### src/sv/kbv_pkg.sv
// ----------------------------------------------------------------------------
// kbv_pkg
// Shared types for the knapsack best-value block: controller states and the
// command and status groups between the controller and the datapath.
// ----------------------------------------------------------------------------
package kbv_pkg;

   typedef enum logic [2:0] {
      ST_CLR_START,
      ST_CLEAR,
      ST_IDLE,
      ST_WALK,
      ST_DRAIN,
      ST_CAP_RD,
      ST_CAP_WAIT
   } state_type;

   typedef struct packed {
      logic load_item;
      logic walk_step;
      logic clear_init;
      logic clear_step;
      logic cap_read;
      logic out_load;
   } cmd_type;

   typedef struct packed {
      logic skip;
      logic walk_last;
      logic clear_last;
      logic item_last;
   } status_type;

endpackage

### src/sv/kbv_ctrl.sv
// ----------------------------------------------------------------------------
// kbv_ctrl
// Sequencer: accepts items, walks the table, reads the answer, clears the
// table, and holds the result valid flag.
// ----------------------------------------------------------------------------
module kbv_ctrl (
   input  logic                clock,
   input  logic                reset,
   input  logic                req_tvalid,
   output logic                req_tready,
   output logic                rsp_tvalid,
   input  logic                rsp_tready,
   output kbv_pkg::cmd_type    cmd,
   input  kbv_pkg::status_type sts
);
   import kbv_pkg::*;

   state_type state_ff, state_in;
   logic      rsp_valid_ff, rsp_valid_in;
   logic      slot_free;

   assign slot_free = !rsp_valid_ff || rsp_tready;

   always_comb begin
      state_in = state_ff;
      unique case (state_ff)
         ST_CLR_START: state_in = ST_CLEAR;
         ST_CLEAR: begin
            if (sts.clear_last) state_in = ST_IDLE;
         end
         ST_IDLE: begin
            if (req_tvalid) state_in = ST_WALK;
         end
         ST_WALK: begin
            if (sts.skip) begin
               state_in = sts.item_last ? ST_CAP_RD : ST_IDLE;
            end else if (sts.walk_last) begin
               state_in = ST_DRAIN;
            end
         end
         ST_DRAIN:    state_in = sts.item_last ? ST_CAP_RD : ST_IDLE;
         ST_CAP_RD:   state_in = ST_CAP_WAIT;
         ST_CAP_WAIT: begin
            if (slot_free) state_in = ST_CLR_START;
         end
         default:     state_in = ST_CLR_START;
      endcase
   end

   always_comb begin
      cmd        = '0;
      req_tready = 1'b0;
      unique case (state_ff)
         ST_CLR_START: cmd.clear_init = 1'b1;
         ST_CLEAR:     cmd.clear_step = 1'b1;
         ST_IDLE: begin
            req_tready    = 1'b1;
            cmd.load_item = req_tvalid;
         end
         ST_WALK:      cmd.walk_step = !sts.skip;
         ST_DRAIN:     cmd = '0;
         ST_CAP_RD:    cmd.cap_read = 1'b1;
         ST_CAP_WAIT:  cmd.out_load = slot_free;
         default:      cmd = '0;
      endcase
   end

   always_comb begin
      rsp_valid_in = rsp_valid_ff;
      if (cmd.out_load) begin
         rsp_valid_in = 1'b1;
      end else if (rsp_tready) begin
         rsp_valid_in = 1'b0;
      end
   end

   always_ff @(posedge clock) begin
      if (reset) begin
         state_ff     <= ST_CLR_START;
         rsp_valid_ff <= 1'b0;
      end else begin
         state_ff     <= state_in;
         rsp_valid_ff <= rsp_valid_in;
      end
   end

   assign rsp_tvalid = rsp_valid_ff;

   a_no_overwrite: assert property (@(posedge clock) disable iff (reset)
      cmd.out_load |-> (!rsp_valid_ff || rsp_tready))
      else $error("result register loaded while a result is pending");

   a_walk_clear_excl: assert property (@(posedge clock) disable iff (reset)
      !(cmd.walk_step && cmd.clear_step))
      else $error("walk and clear write the table in one cycle");

   a_clear_to_idle: assert property (@(posedge clock) disable iff (reset)
      (state_ff == ST_CLEAR && sts.clear_last) |=> (state_ff == ST_IDLE))
      else $error("clear pass did not return to idle");

   a_no_accept_busy: assert property (@(posedge clock) disable iff (reset)
      (state_ff == ST_WALK || state_ff == ST_CLEAR) |-> !cmd.load_item)
      else $error("item accepted while the table is busy");

endmodule

### config.mk
export PLATFORM = sky130hd
export DESIGN_NAME = kbv_ctrl
export DESIGN_NICKNAME = d
export VERILOG_FILES = /design/src/sv/kbv_pkg.sv /design/src/sv/kbv_ctrl.sv
export SDC_FILE = /design/constraint.sdc
export NUM_CORES = 1
export LEC_CHECK = 0
export BUFFER_PORTS_ARGS = -buffer_cell sky130_fd_sc_hd__buf_2
export CAP_MARGIN = 40
export CORE_AREA = 2 2 39 41
export DETAILED_ROUTE_END_ITERATION = 10
export DIE_AREA = 0 0 41 43
export SLEW_MARGIN = 10
export SYNTH_ARGS = -nofsm -noshare
export SYNTH_HDL_FRONTEND = slang
export SYNTH_SLANG_ARGS = --single-unit
### constraint.sdc
create_clock -name clock -period 1.3 [get_ports clock]
set_input_delay 0.26 -clock clock [delete_from_list [all_inputs] [get_ports clock]]
set_output_delay 0.26 -clock clock [all_outputs]
set_load 0.01 [all_outputs]
**Yosys cells after proc, flatten, opt, wreduce, memory -nomap -nowiden**

Cells that the tools add are included.

- Word-level logic and storage cells: 34
- Bits in registers: 4

- Reduce and logical (&&, ||, !) cells: 6
- Equality and inequality tests: 10
- Mux-type cells: 16

Operator list:

| operator | count |
|---|---|
| $pmux W3 S7 | 1 |
| $mux W3 | 6 |
| $eq A3 B3 Y1 const B | 3 |
| $mux W1 | 9 |
| $eq A3 B2 Y1 const B | 2 |
| $ne A2 B2 Y1 const B | 3 |
| $reduce_and A4 Y1 | 1 |
| $eq A3 B1 Y1 const B | 1 |
| $logic_not A3 Y1 | 1 |
| $ne A3 B3 Y1 const B | 1 |
| $logic_not A1 Y1 | 2 |
| $reduce_bool A2 Y1 | 1 |
| $logic_or A1 B1 Y1 | 1 |

**Logic depth before layout (Yosys ltp)**

- Depth after elaboration: 4
- Depth in mapped cells: 5
- Mapped depth without buffers: 4

**Worst setup path before layout**

OpenSTA, ideal clock, no wires.

- Path type: flip-flop to output port
- Start: register state_ff[0]
- End: output cmd[5] (netlist name)
- Buffers on the path: 1
- Cell stages (with the launch flop): 5
- Data required time: 1.040 ns
- Path slack: 0.094 ns
- Data arrival time: 0.946 ns
- Cells stage by stage: dfxtp_1 > buf_6 > nand2b_4 > nor2_1 > and2_1

RTL lines:

| what | RTL line | RTL |
|---|---|---|
| start, declared | kbv_ctrl.sv:18 | `state_type state_ff, state_in;` |
| start signal, assigned | kbv_ctrl.sv:82 | `state_ff <= state_in;` |
| end, declared | kbv_ctrl.sv:13 | `output kbv_pkg::cmd_type cmd,` |

==> impl_metrics.tcl <==
set metrics [dict create \
    postCtsHoldBufs 0 \
    outcome "complete, but fails checks" \
    finalMaxSlewViolations 0 \
    nets 77 \
    p_per_area_mw_per_mm2 1362 \
    drive_gt1_share_pct 59.70 \
    core-area_mm2 0.001384 \
    fp-row-count 14 \
    vias 387 \
    grt_antenna_before_repair 0 \
    grt_pass1_vias 346 \
    port_buffers 15 \
    syn_to_final_growth_pct 52.74 \
    yosys.area.top_type_share_pct 21.92 \
    firstDrtPassIters 4 \
    synth_flop_cell "dfxtp_1" \
    async_flop_share_pct 0 \
    netlist_area_um2 365.4 \
    synth_edf_count 0 \
    dp.cells 76 \
    grt_max_degree 14 \
    leakage_nw 0.2740 \
    ant_nets 0 \
    min_period_over_period_pct 103.4 \
    clk_pin_slew_ps 40 \
    rrSetupSlack_ps 20 \
    grt_remaining_overflow 0 \
    synth_cell_types 27 \
    critPathKind "register to output pin" \
    synth_cells 45 \
    drcViolationCount 0 \
    tightest_slew_ps 240.1 \
    grt_pass1_wl_mm 1.421 \
    worstPathArrival_ps 1080 \
    drt_iter0_drc 5 \
    clock_latency_ps 230 \
    yosys.area.top_type "dfxtp_1" \
    seq_area_frac_synth_pct 21.92 \
    chipHeight_um 43 \
    crit_required_ps 1040 \
    synth_warnings 0 \
    ys_seq_elements 4 \
    cts_tree "yes" \
    register_area_um2 91.34 \
    cts_root_buf "clkbuf_4" \
    htreeDepth 1 \
    routed_wl_um 880 \
    hold_class "primary input to register" \
    tns_ps -50.49 \
    nFillCells 149 \
    layout_setup_ws_ps -43.70 \
    numCtsBuffers 3 \
    wl_per_cell_um 10.60 \
    critPathCaptureType "output pin" \
    cts_sinks 4 \
    ir_worst_vdd_mv 0.4924 \
    start_kind "register" \
    dieWidth_um 41 \
    rsz0062_at_grt "yes" \
    synthTopCellsByArea "dfxtp_1 22%, buf_4 6.2%, a211oi_4 5.5%" \
    syn_avg_cell_area_um2 8.119 \
    violations "negative setup slack" \
    ctsLongestPathBuffers 2 \
    cap_violations 0 \
    vias_per_cell 4.663 \
    die-area_mm2 0.001763 \
    finalClockSkew_ps 5.395 \
    fin_crit_ps 1344 \
    finalHoldViolCount 0 \
    gp_congestion 0.8262 \
    multi_input_area_um2 265.3 \
    place_hpwl_um 651.3 \
    max_freq_ghz 0.7442 \
    synth_nets 53 \
    critical_path.max_fanout 13 \
    final_cells 83 \
    num_io_pins 16 \
    initial_core_util_pct 26.40 \
    antenna_cells 0 \
    utilization_pct 40.33 \
    setup-violations-final 2 \
    relSlewSlack_pct 83.94 \
    pre_cts_ws_ps -64.17 \
    grt_usage_pct 11.74 \
    netlist_top_cells_count "4 x a21oi_1, 4 x dfxtp_1, 3 x buf_4, 3 x inv_1, 3 x nor2_1" \
]
layout by cell type (no fill, tap or decap):
| cell type | n |
|---|---|
| o21ai_1 | 1 |
| a211oi_4 | 1 |
| inv_1 | 2 |
| and2_4 | 2 |
| clkbuf_4 | 3 |
| and3b_1 | 1 |
| o22a_1 | 1 |
| a21oi_1 | 4 |
| nand2b_1 | 2 |
| a211oi_1 | 1 |
| nor2_4 | 1 |
| buf_2 | 13 |
| nor3b_2 | 1 |
| a21oi_2 | 1 |
| buf_6 | 2 |
| nand2_1 | 1 |
| nor3b_1 | 1 |
| nor3_1 | 1 |
| dfxtp_4 | 3 |
| buf_4 | 8 |
| inv_2 | 1 |
| a221oi_2 | 1 |
| nor2_1 | 2 |
| nor2b_2 | 1 |
| and3_1 | 2 |
| nor2b_1 | 1 |
| o211ai_1 | 1 |
| a31oi_1 | 1 |
| nand2b_4 | 1 |
| dfxtp_1 | 1 |
| nor2b_4 | 1 |
| nand3_1 | 2 |
| a21o_1 | 1 |
| and2b_1 | 1 |
state kept, by name, indices dropped and copies added, names as in the netlist:
signal,count
rsp_tvalid,1
state_ff,3
kinds of logic after synthesis:
family / Yosys count / share of synthesized area [%]
AND/OR/NAND/NOR: 21 / 36.64
flip-flops: 4 / 21.92
buffers and inverters: 7 / 12.33
AO/OA/AOI/OAI: 13 / 29.11
through the flow:
stage	hold slack [ps]	instance area, um^2	total power [mW]
floorplan	326.2	365.4	0.4130
global placement	497.4	456.7	0.5052
detailed placement	493.3	456.7	0.5075
CTS	245.4	535.5	0.7284
global route	254.9	558.0	0.8275
finish	253.5	558.0	0.7598
routing by layer:
layer  GRT usage, %  share of wire (%)  up-vias
li1               -                  -      203
met1          14.74                 41      173
met2          18.75                 54       11
met3          2.094                5.3        0
met4          4.667                  0        0
met5              0                  0        -
cell type report:
type,instances,share of cell area (%)
inverter,3,2.018
timing repair buffer,23,26.46
multi-input combinational,34,47.53
tap,16,3.587
sequential,4,16.37
clock buffer,3,4.036
worst max-delay path: stages, from the launching register on:
cell and delay, ps:
dfxtp_4 390, nor2b_4 150, nor3b_2 170, buf_2 150
timing repair:
action / CTS / global route
pin swaps: 1 / 1
endpoints found under the setup margin: 9 / 9
cloned: 0 / 0
buffers inserted: 4 / 0
gates resized for setup: 10 / 7
path summary, 6_finish.rpt:
| kind | cells after the start | startpoint | endpoint |
|---|---|---|---|
| hold / removal | 2 | reset | state_ff[1]$_SDFFE_PP0P_ |
| hold reg to reg | 2 | state_ff[2]$_SDFFE_PP0P_ | rsp_tvalid$_SDFFE_PP0P_ |
| setup / recovery | 3 | state_ff[2]$_SDFFE_PP0P_ | cmd[4] |
| setup reg to reg | 5 | state_ff[1]$_SDFFE_PP0P_ | state_ff[1]$_SDFFE_PP0P_ |
report_power, final:
part,leakage (nW),total (mW),switching [mW],internal (mW)
sequential,0.0347,0.201,0.0477,0.153
clock,0.0138,0.147,0.0438,0.103
combinational,0.225,0.412,0.174,0.238
total,0.274,0.760,0.265,0.495
Note: power is estimated with default switching activity, not from simulation.
